==> config.mk <==
export PLATFORM = sky130hd
export DESIGN_NAME = png_s2r_unpack
export DESIGN_NICKNAME = d
export VERILOG_FILES = /design/src/hw/rtl/png_s2r_pkg.sv /design/src/hw/rtl/png_s2r_unpack.sv
export SDC_FILE = /design/constraint.sdc
export NUM_CORES = 1
export LEC_CHECK = 0
export BUFFER_PORTS_ARGS = -buffer_cell sky130_fd_sc_hd__buf_4
export CAP_MARGIN = 20
export CELL_PAD_IN_SITES_DETAIL_PLACEMENT = 1
export CELL_PAD_IN_SITES_GLOBAL_PLACEMENT = 1
export CORE_ASPECT_RATIO = 0.5
export CORE_MARGIN = 1
export CORE_UTILIZATION = 40
export DETAILED_ROUTE_END_ITERATION = 10
export PLACE_DENSITY = 0.75
export SLEW_MARGIN = 20
export SYNTH_ARGS = -nofsm -noshare
export SYNTH_HDL_FRONTEND = slang
export SYNTH_SLANG_ARGS = --single-unit
==> constraint.sdc <==
create_clock -name clock -period 17.3 [get_ports clock]
set_input_delay 3.46 -clock clock [delete_from_list [all_inputs] [get_ports clock]]
set_output_delay 3.46 -clock clock [all_outputs]
set_load 0.01 [all_outputs]
==> src/hw/rtl/png_s2r_pkg.sv <==
package png_s2r_pkg;

   // Input word: scanline byte or palette entry write
   typedef struct packed {
      logic       req_type;
      logic [7:0] data_byte;
      logic [7:0] palette_index;
      logic [7:0] palette_red;
      logic [7:0] palette_green;
      logic [7:0] palette_blue;
   } req_word_type;

   // Result word: one RGBA8 pixel or a filter flag
   typedef struct packed {
      logic [7:0] red;
      logic [7:0] green;
      logic [7:0] blue;
      logic [7:0] alpha;
      logic       pixel_last;
      logic       status;
   } rsp_word_type;

   localparam logic REQ_SCANLINE = 1'b0;
   localparam logic REQ_PALETTE  = 1'b1;

   localparam int CSR_DATA_W = 13;
   localparam logic [1:0] CSR_COLOR_TYPE  = 2'd0;
   localparam logic [1:0] CSR_BIT_DEPTH   = 2'd1;
   localparam logic [1:0] CSR_IMAGE_WIDTH = 2'd2;

   localparam logic [4:0] DEPTH_1  = 5'd1;
   localparam logic [4:0] DEPTH_2  = 5'd2;
   localparam logic [4:0] DEPTH_4  = 5'd4;
   localparam logic [4:0] DEPTH_8  = 5'd8;
   localparam logic [4:0] DEPTH_16 = 5'd16;

   localparam logic [7:0] FULL_ALPHA = 8'd255;

   typedef enum logic [2:0] {
      COLOR_GRAY       = 3'd0,
      COLOR_RGB        = 3'd2,
      COLOR_PALETTE    = 3'd3,
      COLOR_GRAY_ALPHA = 3'd4,
      COLOR_RGBA       = 3'd6
   } color_type_type;

   // Decoded format as the unpacker sees it
   typedef struct packed {
      color_type_type color;
      logic [4:0]     depth;
      logic [12:0]    width;
   } cfg_type;

   typedef enum logic [1:0] {
      OP_DIRECT,
      OP_PALETTE,
      OP_FLAG,
      OP_PAL_WRITE
   } smp_op_type;

   // Word from the unpacker to the color stage
   typedef struct packed {
      smp_op_type op;
      logic [7:0] index;
      logic [7:0] red;
      logic [7:0] green;
      logic [7:0] blue;
      logic [7:0] alpha;
      logic       last;
   } smp_type;

   // Map unknown color types to gray
   function automatic color_type_type decode_color(input logic [2:0] raw);
      color_type_type c;
      unique case (raw)
         COLOR_RGB:        c = COLOR_RGB;
         COLOR_PALETTE:    c = COLOR_PALETTE;
         COLOR_GRAY_ALPHA: c = COLOR_GRAY_ALPHA;
         COLOR_RGBA:       c = COLOR_RGBA;
         default:          c = COLOR_GRAY;
      endcase
      return c;
   endfunction

   // Map depths the color type does not allow to 8
   function automatic logic [4:0] decode_depth(input color_type_type c, input logic [4:0] raw);
      logic ok;
      unique case (c)
         COLOR_GRAY:    ok = (raw == DEPTH_1) || (raw == DEPTH_2) || (raw == DEPTH_4) ||
                             (raw == DEPTH_8) || (raw == DEPTH_16);
         COLOR_PALETTE: ok = (raw == DEPTH_1) || (raw == DEPTH_2) || (raw == DEPTH_4) ||
                             (raw == DEPTH_8);
         default:       ok = (raw == DEPTH_8) || (raw == DEPTH_16);
      endcase
      return ok ? raw : DEPTH_8;
   endfunction

endpackage

==> src/hw/rtl/png_s2r_unpack.sv <==
module png_s2r_unpack #(
   parameter int MAX_WIDTH = 4096
) (
   input  logic                       clock,
   input  logic                       reset,
   input  png_s2r_pkg::cfg_type       cfg,
   input  logic                       req_valid,
   output logic                       req_stall,
   input  png_s2r_pkg::req_word_type  req_data,
   output logic                       smp_valid,
   input  logic                       smp_ready,
   output png_s2r_pkg::smp_type       smp_data
);
   import png_s2r_pkg::*;

   localparam int CW = $clog2(MAX_WIDTH + 1);
   localparam int SW = CW + 4;

   logic              expect_filter_ff, expect_filter_in;
   logic [CW-1:0]     pixel_count_ff, pixel_count_in;
   logic [6:0][7:0]   sample_buffer_ff, sample_buffer_in;
   logic [2:0]        sample_fill_ff, sample_fill_in;
   logic [2:0]        remain_ff, remain_in;
   logic [7:0]        shift_ff, shift_in;
   logic              smp_valid_ff, smp_valid_in;
   smp_type           smp_ff, smp_in;

   logic              can_load, accept, step, load;
   logic              sub, is_pal, d16, complete, row_done;
   logic [CW-1:0]     width_eff;
   logic [3:0]        per, n, n_pix;
   logic [SW-1:0]     left_in_row, count_sum;
   logic [2:0]        chans;
   logic [3:0]        bpp;
   logic [7:0]        b [8];
   logic [7:0]        s [4];
   logic [7:0]        byte_in;

   // Take the top sample of a left-aligned byte
   function automatic smp_type sub_sample(input logic [7:0] sh, input logic [4:0] depth,
                                          input logic pal, input logic last);
      smp_type    w;
      logic [7:0] v;
      logic [7:0] g;
      unique case (depth)
         DEPTH_1: begin
            v = {7'd0, sh[7]};
            g = {8{sh[7]}};
         end
         DEPTH_2: begin
            v = {6'd0, sh[7:6]};
            g = {4{sh[7:6]}};
         end
         default: begin
            v = {4'd0, sh[7:4]};
            g = {2{sh[7:4]}};
         end
      endcase
      w.op    = pal ? OP_PALETTE : OP_DIRECT;
      w.index = v;
      w.red   = g;
      w.green = g;
      w.blue  = g;
      w.alpha = FULL_ALPHA;
      w.last  = last;
      return w;
   endfunction

   // Clamp width into 1..MAX_WIDTH
   always_comb begin
      if (cfg.width == '0) begin
         width_eff = CW'(1);
      end else if (32'(cfg.width) > 32'(MAX_WIDTH)) begin
         width_eff = CW'(MAX_WIDTH);
      end else begin
         width_eff = CW'(cfg.width);
      end
   end

   // Pixels per byte and pixels left in the row
   always_comb begin
      byte_in = req_data.data_byte;
      sub     = cfg.depth < DEPTH_8;
      is_pal  = cfg.color == COLOR_PALETTE;
      d16     = cfg.depth == DEPTH_16;
      unique case (cfg.depth)
         DEPTH_1: per = 4'd8;
         DEPTH_2: per = 4'd4;
         default: per = 4'd2;
      endcase
      if (SW'(pixel_count_ff) < SW'(width_eff)) begin
         left_in_row = SW'(width_eff) - SW'(pixel_count_ff);
      end else begin
         left_in_row = SW'(1);
      end
      n         = (SW'(per) < left_in_row) ? per : left_in_row[3:0];
      n_pix     = sub ? n : 4'd1;
      count_sum = SW'(pixel_count_ff) + SW'(n_pix);
      row_done  = count_sum >= SW'(width_eff);
   end

   // Assemble a whole pixel from buffered bytes and this byte
   always_comb begin
      unique case (cfg.color)
         COLOR_RGB:        chans = 3'd3;
         COLOR_GRAY_ALPHA: chans = 3'd2;
         COLOR_RGBA:       chans = 3'd4;
         default:          chans = 3'd1;
      endcase
      bpp      = d16 ? {chans, 1'b0} : {1'b0, chans};
      complete = (4'(sample_fill_ff) + 4'd1) >= bpp;
      for (int k = 0; k < 7; k++) begin
         b[k] = (4'(k) == bpp - 4'd1) ? byte_in : sample_buffer_ff[k];
      end
      b[7] = (bpp == 4'd8) ? byte_in : 8'd0;
      for (int k = 0; k < 4; k++) begin
         s[k] = d16 ? 8'((9'(b[2*k]) + 9'(b[2*k+1])) >> 1) : b[k];
      end
   end

   // Handshake: one word in per free output slot, none while unpacking
   assign can_load  = !smp_valid_ff || smp_ready;
   assign req_stall = (remain_ff != 3'd0) || !can_load;
   assign accept    = req_valid && !req_stall;
   assign step      = (remain_ff != 3'd0) && can_load;

   // Row state, unpacker and output word
   always_comb begin
      expect_filter_in = expect_filter_ff;
      pixel_count_in   = pixel_count_ff;
      sample_buffer_in = sample_buffer_ff;
      sample_fill_in   = sample_fill_ff;
      remain_in        = remain_ff;
      shift_in         = shift_ff;
      smp_in           = smp_ff;
      load             = 1'b0;

      if (step) begin
         // emit the next sample of a packed byte
         smp_in    = sub_sample(shift_ff, cfg.depth, is_pal, remain_ff == 3'd1);
         shift_in  = 8'(shift_ff << cfg.depth);
         remain_in = remain_ff - 3'd1;
         load      = 1'b1;
      end else if (accept) begin
         if (req_data.req_type == REQ_PALETTE) begin
            smp_in.op    = OP_PAL_WRITE;
            smp_in.index = req_data.palette_index;
            smp_in.red   = req_data.palette_red;
            smp_in.green = req_data.palette_green;
            smp_in.blue  = req_data.palette_blue;
            smp_in.alpha = FULL_ALPHA;
            smp_in.last  = 1'b0;
            load         = 1'b1;
         end else if (expect_filter_ff) begin
            // filter byte opens the row
            expect_filter_in = 1'b0;
            pixel_count_in   = '0;
            sample_fill_in   = '0;
            sample_buffer_in = '0;
            if (byte_in != 8'd0) begin
               smp_in.op    = OP_FLAG;
               smp_in.index = 8'd0;
               smp_in.red   = 8'd0;
               smp_in.green = 8'd0;
               smp_in.blue  = 8'd0;
               smp_in.alpha = 8'd0;
               smp_in.last  = 1'b0;
               load         = 1'b1;
            end
         end else if (sub || complete) begin
            if (sub) begin
               smp_in    = sub_sample(byte_in, cfg.depth, is_pal, n == 4'd1);
               shift_in  = 8'(byte_in << cfg.depth);
               remain_in = 3'(n - 4'd1);
            end else begin
               smp_in.op    = is_pal ? OP_PALETTE : OP_DIRECT;
               smp_in.index = s[0];
               smp_in.last  = 1'b1;
               unique case (cfg.color)
                  COLOR_RGB: begin
                     smp_in.red   = s[0];
                     smp_in.green = s[1];
                     smp_in.blue  = s[2];
                     smp_in.alpha = FULL_ALPHA;
                  end
                  COLOR_GRAY_ALPHA: begin
                     smp_in.red   = s[0];
                     smp_in.green = s[0];
                     smp_in.blue  = s[0];
                     smp_in.alpha = s[1];
                  end
                  COLOR_RGBA: begin
                     smp_in.red   = s[0];
                     smp_in.green = s[1];
                     smp_in.blue  = s[2];
                     smp_in.alpha = s[3];
                  end
                  default: begin
                     smp_in.red   = s[0];
                     smp_in.green = s[0];
                     smp_in.blue  = s[0];
                     smp_in.alpha = FULL_ALPHA;
                  end
               endcase
            end
            load             = 1'b1;
            sample_fill_in   = '0;
            sample_buffer_in = '0;
            // advance the pixel count, close the row at the width
            if (row_done) begin
               expect_filter_in = 1'b1;
               pixel_count_in   = '0;
            end else begin
               pixel_count_in = CW'(count_sum);
            end
         end else begin
            // hold a partial pixel
            for (int k = 0; k < 7; k++) begin
               if (3'(k) == sample_fill_ff) begin
                  sample_buffer_in[k] = byte_in;
               end
            end
            sample_fill_in = sample_fill_ff + 3'd1;
         end
      end

      if (load) begin
         smp_valid_in = 1'b1;
      end else if (smp_ready) begin
         smp_valid_in = 1'b0;
      end else begin
         smp_valid_in = smp_valid_ff;
      end
   end

   always_ff @(posedge clock) begin
      if (reset) begin
         expect_filter_ff <= 1'b1;
         pixel_count_ff   <= '0;
         sample_buffer_ff <= '0;
         sample_fill_ff   <= '0;
         remain_ff        <= '0;
         smp_valid_ff     <= 1'b0;
      end else begin
         expect_filter_ff <= expect_filter_in;
         pixel_count_ff   <= pixel_count_in;
         sample_buffer_ff <= sample_buffer_in;
         sample_fill_ff   <= sample_fill_in;
         remain_ff        <= remain_in;
         smp_valid_ff     <= smp_valid_in;
      end
   end

   always_ff @(posedge clock) begin
      shift_ff <= shift_in;
      smp_ff   <= smp_in;
   end

   assign smp_valid = smp_valid_ff;
   assign smp_data  = smp_ff;

endmodule

; Word level (Yosys, flattened, before mapping)
; Cells that the tools add are included.
[totals]
reg_bits = 128
in_bits = 66
output_inout_bits = 45
wordCells = 176
[classes]
n_addsub = 11
order_cmp = 6
n_eq_ne = 26
shifts = 2
muxes = 70
n_bitwise = 2
reduce_logical = 39
[op_table]
columns = operator, n
row1 = 43-bit 2-to-1 mux, 6
row2 = 8-bit 2-to-1 mux, 25
row3 = 56-bit 2-to-1 mux, 2
row4 = 24-bit one-hot mux with 3 select lines, 1
row5 = 13-bit 2-to-1 mux, 5
row6 = 41-bit 2-to-1 mux, 1
row7 = 8-bit by 8-bit adder with 9-bit output, 4
row8 = 4-bit AND reduction, 8
row9 = 7-bit one-hot mux with 2 select lines, 2
row10 = 3-bit nonzero test, 9
row11 = 3-bit 2-to-1 mux, 8
row12 = 4-bit one-hot mux with 2 select lines, 3
row13 = 4-bit by 17-bit less-than comparator with 1-bit output, 1
row14 = 17-bit 2-to-1 mux, 1
row15 = 8-bit by 5-bit << shifter with 8-bit output, 2
row16 = 13-bit by 4-bit adder with 14-bit output, 1
row17 = 14-bit by 13-bit >= comparator with 1-bit output, 1
row18 = 13-bit by 13-bit subtractor with 14-bit output, 1
row19 = "13-bit > comparator, second input constant", 1
row20 = 13-bit logical NOT, 1
row21 = 13-bit less-than comparator, 1
row22 = "3-bit by 4-bit equality test with 1-bit output, first input constant", 3
row23 = 1-bit 2-to-1 mux, 12
row24 = 4-bit 2-to-1 mux, 3
row25 = 34 further kinds, 54

; Depth between registers and ports, before layout
; Gate-level depths: netlist (run 1).
[logic_depth]
depth_word = 15
depth_mapped = 36
ltp_nobuf = 35

; Least setup slack after synthesis (run 1)
; OpenSTA, ideal clock, no wires.
[synth_path]
path_kind = in2reg
start = input port cfg[4] (netlist bit)
end = register expect_filter_ff
setup_ns = 0.122
arrival_ns = 9.993
t_required_ns = 17.178
setup_slack_ns = 7.185
cell_stages = 35
n_path_buf = 1
cell_sequence = nor4_1 > a31oi_1 > or2_2 > ha_1 > inv_1 > fa_1 > nand3_1 > a21o_1 > a21o_2 > o21a_1 > a21oi_1 > nand2_1 > ha_1 > a21o_1 > a21o_2 > a21oi_1 > nor4_4 > o2bb2ai_1 > a22o_1 > and2_1 > ha_1 > a21o_1 > a21oi_1 > nor2b_1 > o21a_1 > or3b_2 > clkbuf_1 > nor3_1 > xnor2_1 > ha_1 > a21o_1 > a21oi_1 > o31a_1 > o21ai_1 > a221o_1
[synth_via]
elab_chain_cells = 13
elab_cells_between_ends = 15
classes_between = add/sub: 2 / order compare: 4 / mux: 8 / reduce/logical: 1
[synth_rtl]
columns = element, line
row1 = start: declaration, png_s2r_unpack.sv:6  ; input png_s2r_pkg::cfg_type cfg,
row2 = 13-bit > comparator, png_s2r_unpack.sv:73  ; end else if (32'(cfg.width) > 32'(MAX_WIDTH)) begin
row3 = 13-bit 2-to-1 mux, png_s2r_unpack.sv:73
row4 = 13-bit 2-to-1 mux *, png_s2r_unpack.sv:71  ; if (cfg.width == '0) begin
row5 = 13-bit by 13-bit subtractor with 14-bit output / 13-bit less-than comparator (equally long branches), "png_s2r_unpack.sv:92, png_s2r_unpack.sv:91"
row6 = 17-bit 2-to-1 mux, png_s2r_unpack.sv:91  ; if (SW'(pixel_count_ff) < SW'(width_eff)) begin
row7 = 4-bit by 17-bit less-than comparator with 1-bit output, png_s2r_unpack.sv:96  ; n = (SW'(per) < left_in_row) ? per : left_in_row[3:0];
row8 = 4-bit 2-to-1 mux, png_s2r_unpack.sv:96
row9 = 4-bit 2-to-1 mux, png_s2r_unpack.sv:97  ; n_pix = sub ? n : 4'd1;
row10 = 13-bit by 4-bit adder with 14-bit output, png_s2r_unpack.sv:98  ; count_sum = SW'(pixel_count_ff) + SW'(n_pix);
row11 = 14-bit by 13-bit >= comparator with 1-bit output *, png_s2r_unpack.sv:99  ; row_done = count_sum >= SW'(width_eff);
row12 = 1-bit 2-to-1 mux *, png_s2r_unpack.sv:210  ; if (row_done) begin
row13 = 1-bit 2-to-1 mux *, png_s2r_unpack.sv:170  ; end else if (sub || complete) begin
row14 = 1-bit 2-to-1 mux *, png_s2r_unpack.sv:154  ; end else if (expect_filter_ff) begin
row15 = end signal: assignment, png_s2r_unpack.sv:245  ; expect_filter_ff <= expect_filter_in;
row16 = end: declaration, png_s2r_unpack.sv:19  ; logic expect_filter_ff, expect_filter_in;
; Every way passes the cells marked *; elsewhere a longest branch is shown, timed or not.
; A chain may end at the register's enable or synchronous reset.

; Worst setup path after layout (run 1)
; Ends and elaborated chain as after synthesis.

==> metrics.md, run 1 <==
| Metric | Value |
|---|---|
| Fin. max-slew vios | `0` |
| Number of global-route vias before repair | `10113` |
| Syn Nets | `1396` |
| Routed vias/inst | `5.91` |
| Syn. warnings | `0` |
| Mean routed wirelength per cell | `21.6 um` |
| Routed WL | `36.0 mm` |
| Max-cap violations | `0` |
| Die Span Y | `115 um` |
| Grt met1 use | `0.335` |
| Pre-CTS WS | `6.23 ns` |
| Share of cells above drive strength 1 | `0.158` |
| Req. time, crit path | `17.62 ns` |
| Met2 usage | `0.489` |
| Placed cells | `1635` |
| Largest net degree at the start of global routing | `68` |
| Post-synth EDFFs | `43` |
| Initial antenna violation count | `0` |
| Most common cell after layout, fill and taps aside | `nor2_1` |
| Cell Rows | `41` |
| Nets | `1459` |
| CP max stage cell | `or3b_2` |
| Final setup margin | `6.59 ns` |
| Initial Util | `0.408` |
| Worst Tran Pin Value | `1.14 ns` |
| H-tree levels | `4` |
| TritonCTS Sinks | `128` |
| Via Count | `9847` |
| Crit Path Class | `input pin to flop` |
| RePlAce Congestion | `0.950` |
| HPWL after DPL | `27.5 mm` |
| Max-slew headroom | `0.240` |
| Clk root buf | `clkbuf_16` |
| Num ports | `111` |
| Synth Cell Area | `10300 sq um` |
| Status | `finished with violations` |
| Routing usage on met3 | `0.0494` |
| Leak | `5.02 nW` |
| Layout area overhead | `15.5%` |
| Most Crowded Layer GR | `met2` |
| CP arrival | `11.03 ns` |
| Post-Syn Instances | `1247` |
| Final setup violation count | `0` |
| Async SR Flop Fraction | `0` |
| Die X | `229 um` |
| Crit-path max cell delay | `0.54 ns` |
| DRT Pass-1 Iters | `8` |
| RSZ-0062 raised after global routing | `no` |
| Die area | `26400 sq um` |
| Ys flop type | `dfxtp_1` |
| CP Capture Type | `flop` |
| Violated checks | `DRC` |
| Tcrit/Tclk final | `0.619` |
| Largest fanout on the critical path | `8` |
| Port bufs | `110` |
| Post-CTS sizing | `0` |
| GR Util All Layers | `0.274` |
| Starting DRC count in detailed routing | `822` |
| Post-DP Area | `11300 sq um` |
| # Post-CTS Setup Buffers | `0` |
| Clock slew at reported path FFs | `0.06 ns` |
| Hold_buf cts | `0` |
| Minimum clock period | `10.71 ns` |
| Clock Tree Buf Depth | `2` |
| Hold Crit Class | `flop to flop` |
| Final Instance Area | `11900 sq um` |
| DRC Markers | `2` |
| Core area | `25200 sq um` |
| Setup crit start kind | `input pin` |
| Non-Filler Instances | `1667` |
| Antenna Violating Nets Remaining | `0` |
| Post-synthesis sequential area ratio | `0.291` |
| Commonest non-fill, non-tap cells in the layout | `nor2_1, buf_4, nand2_1, dfxtp_1, ha_1` |
| Seq cells post-synth | `128` |
| Skew final | `0.00939 ns` |
| CTS tree | `built` |
| Final hold viol count | `0` |
| Power per Cell Area | `102 nW/um^2` |
| Setup_tns | `0 ns` |
| Grt total ovfl | `0` |
| VDD IR max | `0.0543 mV` |
| First-pass GRT wire length | `56.2 mm` |
| Synthesized area per cell | `8.23 sq um` |
| Num CTS Buffers | `17` |
| Fmax | `93.4 MHz` |
| Number of inserted diodes | `0` |
| Clk_lat worst skew | `0.44 ns` |
| Synth unique cells | `86` |
==> stage by stage <==
| stage | total power [mW] | hold slack (ns) | util |
|---|---|---|---|
| after floorplan | 0.687 | 0.425 | - |
| after global placement | 0.862 | 0.437 | 0.450 |
| after detailed placement | 0.874 | 0.452 | 0.450 |
| after CTS | 1.21 | 0.464 | 0.471 |
| after global routing | 1.26 | 0.495 | 0.471 |
| final | 1.21 | 0.462 | 0.471 |
==> worst paths after layout <==
kind                        endpoint  slack [ns]          startpoint  cells past startpoint
setup / recovery    expect_filter_ff        6.59              cfg[4]                     35
hold / removal    pixel_count_ff[12]        0.46  pixel_count_ff[12]                      2
setup reg to reg    expect_filter_ff        9.84   pixel_count_ff[6]                     30
hold reg to reg   pixel_count_ff[12]        0.46  pixel_count_ff[12]                      2
==> sequential cells by signal (all words and copies together) (netlist names) <==
register          cells
sample_buffer_ff     56
smp_data             43
pixel_count_ff       13
shift_ff              8
remain_ff             3
sample_fill_ff        3
expect_filter_ff      1
smp_valid             1
==> logic make-up (layout without fill, tap and decap cells) <==
kind of cell	after synthesis	after routing	synth area share
mux	103	103	0.108
compound gates	322	322	0.213
xor+xnor	27	27	0.0230
simple gates	432	432	0.201
fa+ha+maj	83	83	0.106
flops	128	128	0.291
buf+inv	152	228	0.0580
==> critical path, delay by kind of cell <==
family	cells	cell delay (ns)
AOI/OAI and AO/OA	18	3.81
and+or+nand+nor	9	2.07
adders and majority gates	5	1.29
xor gates and xnor gates	1	0.20
buffers and inverters	2	0.19
==> report_power, final <==
part           total [mW]  internal (mW)  switching (mW)
combinational       0.438          0.176           0.262
clock               0.335          0.197           0.138
sequential          0.436          0.403          0.0328
total                1.21          0.776           0.432
==> cells in the mapped netlist (all sizes together), types with 4 or more instances <==
cell type,instances,area (sq um)
a21o,23,175
o211ai,12,90.1
nor3b,14,105
nand3,23,115
nor3,31,155
o2111ai,5,43.8
o21ai,66,345
fa,6,120
nor2b,18,113
nand2b,23,144
or3,6,38.8
o221ai,6,52.6
and3,14,92.6
a211oi,16,125
mux2,29,327
a31oi,15,93.8
a22oi,18,135
a221o,7,70.1
inv,72,270
o31ai,6,45.0
nor2,144,543
edfxtp,43,1290
buf,10,41.3
a21oi,76,384
dfxtp,85,1700
o21a,9,67.6
a21boi,8,60.1
nand2,114,428
a211o,6,52.6
clkbuf,69,280
and2,16,101
a221oi,4,35.0
or2,4,25.0
mux2i,71,711
nor4,8,65.1
xor2,8,70.1
o22ai,4,25.0
xnor2,19,166
o211a,4,40.0
ha,77,963
==> final cells by class <==
type / count / area (sq um)
clock buffers: 26 / 499
clock inverters: 6 / 31.3
fillers: 3005 / 13300
inverters: 73 / 274
multi-input cells: 967 / 6710
flip-flops and latches: 128 / 2990
well taps: 344 / 430
repair buffers: 123 / 923
==> metal layers <==
metal  routed length, um  share of wire
met4                 804          0.022
met3                1900          0.053
met1               15600           0.43
met5                   0              0
met2               17700           0.49
(Power assumes the default switching activity.)
==> inputs of run 2 (changes only) <==
PLACE_DENSITY = 0.78   (was 0.75)
clock period = 9.37 ns   (was 17.3 ns; I/O delays follow)
==> run 2 against run 1 <==
Net effect:
- the flow now finishes without violations
- clock power up 98%
- register-to-register slack worse by 7.6 ns
- first-iteration DRC count down 10%
- global-route usage up 0.47 points
- final area up 0.41%
- largest cell class unchanged
- largest power group unchanged
==> metrics.md, run 2 (synthesis results as in run 1) <==
| Metric | Value |
|---|---|
| Req. time, crit path | `9.70 ns (was 17.62 ns)` |
| Final hold viol count | `0 (unchanged)` |
| Port bufs | `110 (unchanged)` |
| Number of global-route vias before repair | `10156 (was 10113)` |
| Reg2reg start | `pixel_count_ff[6] (unchanged)` |
| Crit-path max cell delay | `0.54 ns (about the same)` |
| Leak | `5.03 nW (was 5.02 nW)` |
| Num CTS Buffers | `17 (unchanged)` |
| Crit Path Class | `input pin to flop (unchanged)` |
| Largest net degree at the start of global routing | `68 (unchanged)` |
| Comb power frac | `0.356 (was 0.362)` |
| Via Count | `9886 (was 9847)` |
| Num ports | `111 (unchanged)` |
| Minimum clock period | `8.78 ns` |
| DRT Pass-1 Iters | `5 (was 8)` |
| Most common cell after layout, fill and taps aside | `nor2_1 (unchanged)` |
| Max-cap violations | `0 (unchanged)` |
| Clock Tree Buf Depth | `2 (unchanged)` |
| Layout area overhead | `16.0% (was 15.5%)` |
| Setup crit start kind | `input pin (unchanged)` |
| Antenna Violating Nets Remaining | `0 (unchanged)` |
| Die area | `26400 sq um (unchanged)` |
| Largest fanout on the critical path | `8 (unchanged)` |
| Area of the multi-input gates | `6730 sq um (was 6710 sq um)` |
| HPWL after DPL | `27.7 mm (was 27.5 mm)` |
| Fin. max-slew vios | `0 (unchanged)` |
| Skew final | `0.00934 ns (was 0.00939 ns)` |
| CP max stage cell | `or3b_2 (unchanged)` |
| Die Span Y | `115 um (unchanged)` |
| Hold Crit Start | `pixel_count_ff[12] (unchanged)` |
| Top reg by flops | `sample_buffer_ff (unchanged)` |
| Kind of cell adding the most delay to the critical path | `compound AO/OA/AOI/OAI gates (unchanged)` |
| DRC Markers | `0 (was 2)` |
| Initial antenna violation count | `0 (unchanged)` |
| Max-slew headroom | `0.253 (was 0.240)` |
| TritonCTS Sinks | `128 (unchanged)` |
| Clock slew at reported path FFs | `0.06 ns (about the same)` |
| First-pass GRT wire length | `57.3 mm (was 56.2 mm)` |
| Clk_lat worst skew | `0.44 ns (about the same)` |
| Seq. cell area | `2990 sq um (unchanged)` |
| Core area | `25200 sq um (unchanged)` |
| Power per Cell Area | `192 nW/um^2 (was 102 nW/um^2)` |
| Die X | `229 um (unchanged)` |
| Routed WL | `36.5 mm (was 36.0 mm)` |
| H-tree levels | `4 (unchanged)` |
| GR Util All Layers | `0.279 (was 0.274)` |
| Pre-CTS WS | `0.0597 ns (was 6.23 ns)` |
| Switch Pwr | `0.826 mW (was 0.432 mW)` |
| Setup_tns | `0 ns (unchanged)` |
| Nets | `1458 (was 1459)` |
| Grt total ovfl | `0 (unchanged)` |
| Hold Crit Class | `flop to flop (unchanged)` |
| Crit path launch | `cfg[4] (unchanged)` |
| Non-Filler Instances | `1666 (was 1667)` |
| Final setup margin | `0.594 ns (was 6.59 ns)` |
| Status | `completed (was finished with violations)` |
| Fraction of power consumed by sequential logic | `0.353 (was 0.361)` |
| Clk root buf | `clkbuf_16 (unchanged)` |
| VDD IR max | `0.123 mV (was 0.0543 mV)` |
| Worst Tran Pin Value | `1.12 ns (was 1.14 ns)` |
| CP bufs+invs | `2 (unchanged)` |
| Clk pwr share | `0.291 (was 0.277)` |
| Initial Util | `0.408 (unchanged)` |
| Internal Power | `1.46 mW (was 0.776 mW)` |
| Placed cells | `1633 (was 1635)` |
| Cell Rows | `41 (unchanged)` |
| Fmax | `114 MHz` |
| CTS tree | `built (unchanged)` |
| Final setup violation count | `0 (unchanged)` |
| Number of flip-flops in the largest register | `56 (unchanged)` |
| Share of cells above drive strength 1 | `0.163 (was 0.158)` |
| CP Capture Type | `flop (unchanged)` |
| WHS | `0.462 ns (about the same)` |
| Commonest non-fill, non-tap cells in the layout | `nor2_1, buf_4, nand2_1, dfxtp_1, ha_1 (unchanged)` |
| Tcrit/Tclk final | `0.937` |
| Sw Ratio | `0.362 (was 0.358)` |
| RSZ-0062 raised after global routing | `no (unchanged)` |
| RePlAce Congestion | `0.881 (was 0.950)` |
| CP arrival | `9.10 ns (was 11.03 ns)` |
| Routed vias/inst | `5.93 (was 5.91)` |
| Fillers | `3011 (was 3005)` |
| # Post-CTS Setup Buffers | `0 (unchanged)` |
| Starting DRC count in detailed routing | `740 (was 822)` |
| Mean routed wirelength per cell | `21.9 um (was 21.6 um)` |
| Number of inserted diodes | `0 (unchanged)` |
run 2: cell type report:
class / instances / share of cell area
Multi-Input combinational cell: 967 / 0.565
Sequential cell: 128 / 0.251
Timing Repair Buffer: 122 / 0.0769
Clock buffer: 19 / 0.0390
Tap cell: 344 / 0.0361
Inverter: 73 / 0.0230
Clock inverter: 13 / 0.00924
run 2: layer usage:
metal / GRT usage / up-vias / routed length, um
met5: 0 / - / 0
met4: 0.0980 / 0 / 914
met3: 0.0466 / 64 / 1900
met2: 0.502 / 283 / 18100
met1: 0.340 / 4920 / 15600
li1: - / 4619 / -
run 2: worst paths after layout:
kind              slack [ns]                 end  cells past startpoint
hold / removal          0.46  pixel_count_ff[12]                      2
setup reg to reg        2.24    expect_filter_ff                     30
hold reg to reg         0.46  pixel_count_ff[12]                      2
setup / recovery        0.59    expect_filter_ff                     35
run 2: repair_timing:
item / CTS / global route
resized for setup: 0 / 2
endpoints found under the setup margin: 0 / 3
hold buffers: 0 / 0
run 2: worst register-to-register path, delay by kind of cell, from the launching register on:
kind / cells / cell delay, ns
buf+inv: 1 / 0.15
flops: 1 / 0.50
xor+xnor: 1 / 0.19
simple gates: 6 / 1.28
fa+ha+maj: 4 / 1.32
compound gates: 18 / 3.57
run 2: power groups by stage:
stage / Combinational, mW / Clock (mW) / Sequential [mW]
2_1_floorplan: 0.429 / 0 / 0.840
3_3_place_gp: 0.781 / 0 / 0.809
3_5_place_dp: 0.799 / 0 / 0.814
4_1_cts: 0.806 / 0.671 / 0.804
5_1_grt: 0.874 / 0.693 / 0.814
6_report: 0.813 / 0.664 / 0.805
run 2: metrics by stage:
| step | power, mW | area, sq um | util |
|---|---|---|---|
| finish | 2.28 | 11900 | 0.473 |
| global route | 2.38 | 11900 | 0.473 |
| CTS | 2.28 | 11900 | 0.472 |
| detailed placement | 1.61 | 11300 | 0.449 |
| global placement | 1.59 | 11300 | 0.449 |
| floorplan | 1.27 | 10300 | - |
==> inputs of run 3 (changes only) <==
--- a/config.mk
+++ b/config.mk
@@ -6,5 +6,4 @@
 export NUM_CORES = 1
 export LEC_CHECK = 0
-export BUFFER_PORTS_ARGS = -buffer_cell sky130_fd_sc_hd__buf_4
 export CAP_MARGIN = 20
 export CELL_PAD_IN_SITES_DETAIL_PLACEMENT = 1
@@ -14,5 +13,7 @@
 export CORE_UTILIZATION = 40
 export DETAILED_ROUTE_END_ITERATION = 10
-export PLACE_DENSITY = 0.78
+export DONT_BUFFER_PORTS = 1
+export PLACE_DENSITY = 0.73
+export SKIP_CTS_REPAIR_TIMING = 1
 export SLEW_MARGIN = 20
 export SYNTH_ARGS = -nofsm -noshare
==> constraint.sdc (replaced) <==
create_clock -name clock -period 9.37 [get_ports clock]
set_input_delay 1.874 -clock clock [delete_from_list [all_inputs] [get_ports clock]]
set_output_delay 1.874 -clock clock [all_outputs]
set_load 0.1 [all_outputs]
==> run 3 against run 2 <==
Net effect:
- the flow now finishes with violations (DRC)
- non-clock buffer count is 107 lower
- sequential share of layout area rose by 2.0 points
- setup slack improved by 0.073 ns
- cell count is 6.4% lower
- largest cell class unchanged
- highest routed layer unchanged
==> metrics.md, run 3 (synthesis results as in run 1) <==
| Metric | Value |
|---|---|
| R2r setup slk | `2.19 ns (was 2.24 ns)` |
| Non-Filler Instances | `1560 (was 1666)` |
| Antenna Violating Nets Remaining | `0 (unchanged)` |
| Sw Ratio | `0.515 (was 0.362)` |
| Leak | `4.48 nW (was 5.03 nW)` |
| Internal Power | `1.29 mW (was 1.46 mW)` |
| Skew final | `0.0110 ns (was 0.00934 ns)` |
| Commonest non-fill, non-tap cells in the layout | `nor2_1, nand2_1, dfxtp_1, ha_1, a21oi_1 (was nor2_1, buf_4, nand2_1, dfxtp_1, ha_1)` |
| Pre-CTS WS | `0.258 ns (was 0.0597 ns)` |
| Share of cells above drive strength 1 | `0.0798 (was 0.163)` |
| Clock Tree Buf Depth | `2 (unchanged)` |
| Req. time, crit path | `9.69 ns (was 9.70 ns)` |
| CTS tree | `built (unchanged)` |
| Final setup margin | `0.667 ns (was 0.594 ns)` |
| Tcrit/Tclk final | `0.929 (was 0.937)` |
| Num CTS Buffers | `17 (unchanged)` |
| Routed vias/inst | `6.06 (was 5.93)` |
| Kind of cell adding the most delay to the critical path | `compound AO/OA/AOI/OAI gates (unchanged)` |
| Switch Pwr | `1.37 mW (was 0.826 mW)` |
| Minimum clock period | `8.70 ns (was 8.78 ns)` |
| CP arrival | `9.03 ns (was 9.10 ns)` |
| Max-slew headroom | `0.260 (was 0.253)` |
| Largest fanout on the critical path | `8 (unchanged)` |
| First-pass GRT wire length | `55.2 mm (was 57.3 mm)` |
| Most common cell after layout, fill and taps aside | `nor2_1 (unchanged)` |
| Violated checks | `DRC` |
| Final hold viol count | `0 (unchanged)` |
| Layout area overhead | `7.40% (was 16.0%)` |
| Setup_tns | `0 ns (unchanged)` |
| HPWL after DPL | `26.8 mm (was 27.7 mm)` |
| Crit-path max cell delay | `0.53 ns (was 0.54 ns)` |
| Clk root buf | `clkbuf_16 (unchanged)` |
| Fillers | `3007 (was 3011)` |
| Mean routed wirelength per cell | `22.7 um (was 21.9 um)` |
| Clk pwr share | `0.223 (was 0.291)` |
| Clock slew at reported path FFs | `0.06 ns (about the same)` |
| Routed WL | `35.4 mm (was 36.5 mm)` |
| Port bufs | `0 (was 110)` |
| Placed cells | `1527 (was 1633)` |
| Die X | `229 um (unchanged)` |
| Status | `finished with violations (was completed)` |
| RSZ-0062 raised after global routing | `no (unchanged)` |
| Clk_lat worst skew | `0.44 ns (about the same)` |
| Top reg by flops | `sample_buffer_ff (unchanged)` |
| Fmax | `115 MHz (was 114 MHz)` |
| Fraction of power consumed by sequential logic | `0.553 (was 0.353)` |
| Fin. max-slew vios | `0 (unchanged)` |
| Setup crit start kind | `input pin (unchanged)` |
| VDD IR max | `0.125 mV (was 0.123 mV)` |
| Final setup violation count | `0 (unchanged)` |
| Largest net degree at the start of global routing | `68 (unchanged)` |
| Cell Rows | `41 (unchanged)` |
| Core area | `25200 sq um (unchanged)` |
| TritonCTS Sinks | `128 (unchanged)` |
| Initial Util | `0.408 (unchanged)` |
| Grt total ovfl | `0 (unchanged)` |
| Worst Tran Pin Value | `1.11 ns (was 1.12 ns)` |
| Max-cap violations | `0 (unchanged)` |
| Starting DRC count in detailed routing | `663 (was 740)` |
| CP Capture Type | `flop (unchanged)` |
| Nets | `1351 (was 1458)` |
| Via Count | `9457 (was 9886)` |
| CP bufs+invs | `2 (unchanged)` |
| DRT Pass-1 Iters | `8 (was 5)` |
| CP max stage cell | `or3b_2 (unchanged)` |
| Number of flip-flops in the largest register | `56 (unchanged)` |
| RePlAce Congestion | `0.877 (was 0.881)` |
| Power per Cell Area | `242 nW/um^2 (was 192 nW/um^2)` |
| DRC Markers | `4 (was 0)` |
| Number of global-route vias before repair | `9665 (was 10156)` |
| Die Span Y | `115 um (unchanged)` |
| Hold Crit Class | `flop to flop (unchanged)` |
| Crit Path Class | `input pin to flop (unchanged)` |
| H-tree levels | `4 (unchanged)` |
| GR Util All Layers | `0.268 (was 0.279)` |
| Die area | `26400 sq um (unchanged)` |
| Comb power frac | `0.224 (was 0.356)` |
| Num ports | `111 (unchanged)` |
| Initial antenna violation count | `1 (was 0)` |
==> run 3: cell count changes in the layout (fill, tap and decap cells not counted), sizes merged <==
cell,before,now
diode,0,1
clkinv,8,9
clkbuf,19,23
bufinv,1,0
buf,122,15
clkinvlp,3,0
inv,74,73
==> run 3: final cells by class <==
class | count | area (sq um) | area share
well taps | 344 | 430 | 0.0390
diodes | 1 | 2.50 | 0.000227
inverters | 73 | 274 | 0.0248
multi-input cells | 967 | 6710 | 0.609
repair buffers | 15 | 113 | 0.0102
clock buffers | 23 | 458 | 0.0415
clock inverters | 9 | 42.5 | 0.00386
flip-flops and latches | 128 | 2990 | 0.271
==> run 3: stage by stage <==
stage	hold slack (ns)	area, sq um	total power, mW	utilization
2_1_floorplan	0.425	10300	1.89	-
3_3_place_gp	0.435	10500	2.05	0.417
3_5_place_dp	0.444	10500	2.07	0.418
4_1_cts	0.458	11000	2.66	0.437
5_1_grt	0.509	11000	2.75	0.438
6_report	0.451	11000	2.67	0.438
==> run 3: worst register-to-register path: cells and delay by family, from the launching register on <==
family	cells	cell delay (ns)
AND/OR/NAND/NOR	6	1.22
flip-flops	1	0.49
buffers and inverters	2	0.30
AO/OA/AOI/OAI	18	3.61
XOR/XNOR	1	0.19
adder cells (fa/ha/maj)	4	1.29
==> run 3: path summary, 6_finish.rpt <==
check,end,startpoint,cells after the start
worst min register to register,pixel_count_ff[12],pixel_count_ff[12],2
worst max-delay path,expect_filter_ff,cfg[1],35
worst max register to register,expect_filter_ff,pixel_count_ff[6],31
worst min-delay path,pixel_count_ff[12],pixel_count_ff[12],2
==> run 3: power groups by stage <==
stage | Sequential, mW | Clock, mW | Combinational (mW)
finish | 1.47 | 0.594 | 0.598
global route | 1.48 | 0.622 | 0.647
CTS | 1.47 | 0.599 | 0.590
detailed placement | 1.48 | 0 | 0.586
global placement | 1.48 | 0 | 0.566
floorplan | 1.45 | 0 | 0.448
==> run 3: per-layer routing <==
metal	wire length (um)	part of all wire	GRT usage
met1	15900	0.45	0.332
met2	17200	0.49	0.479
met3	1460	0.041	0.0444
met4	813	0.023	0.0828
met5	0	0	0
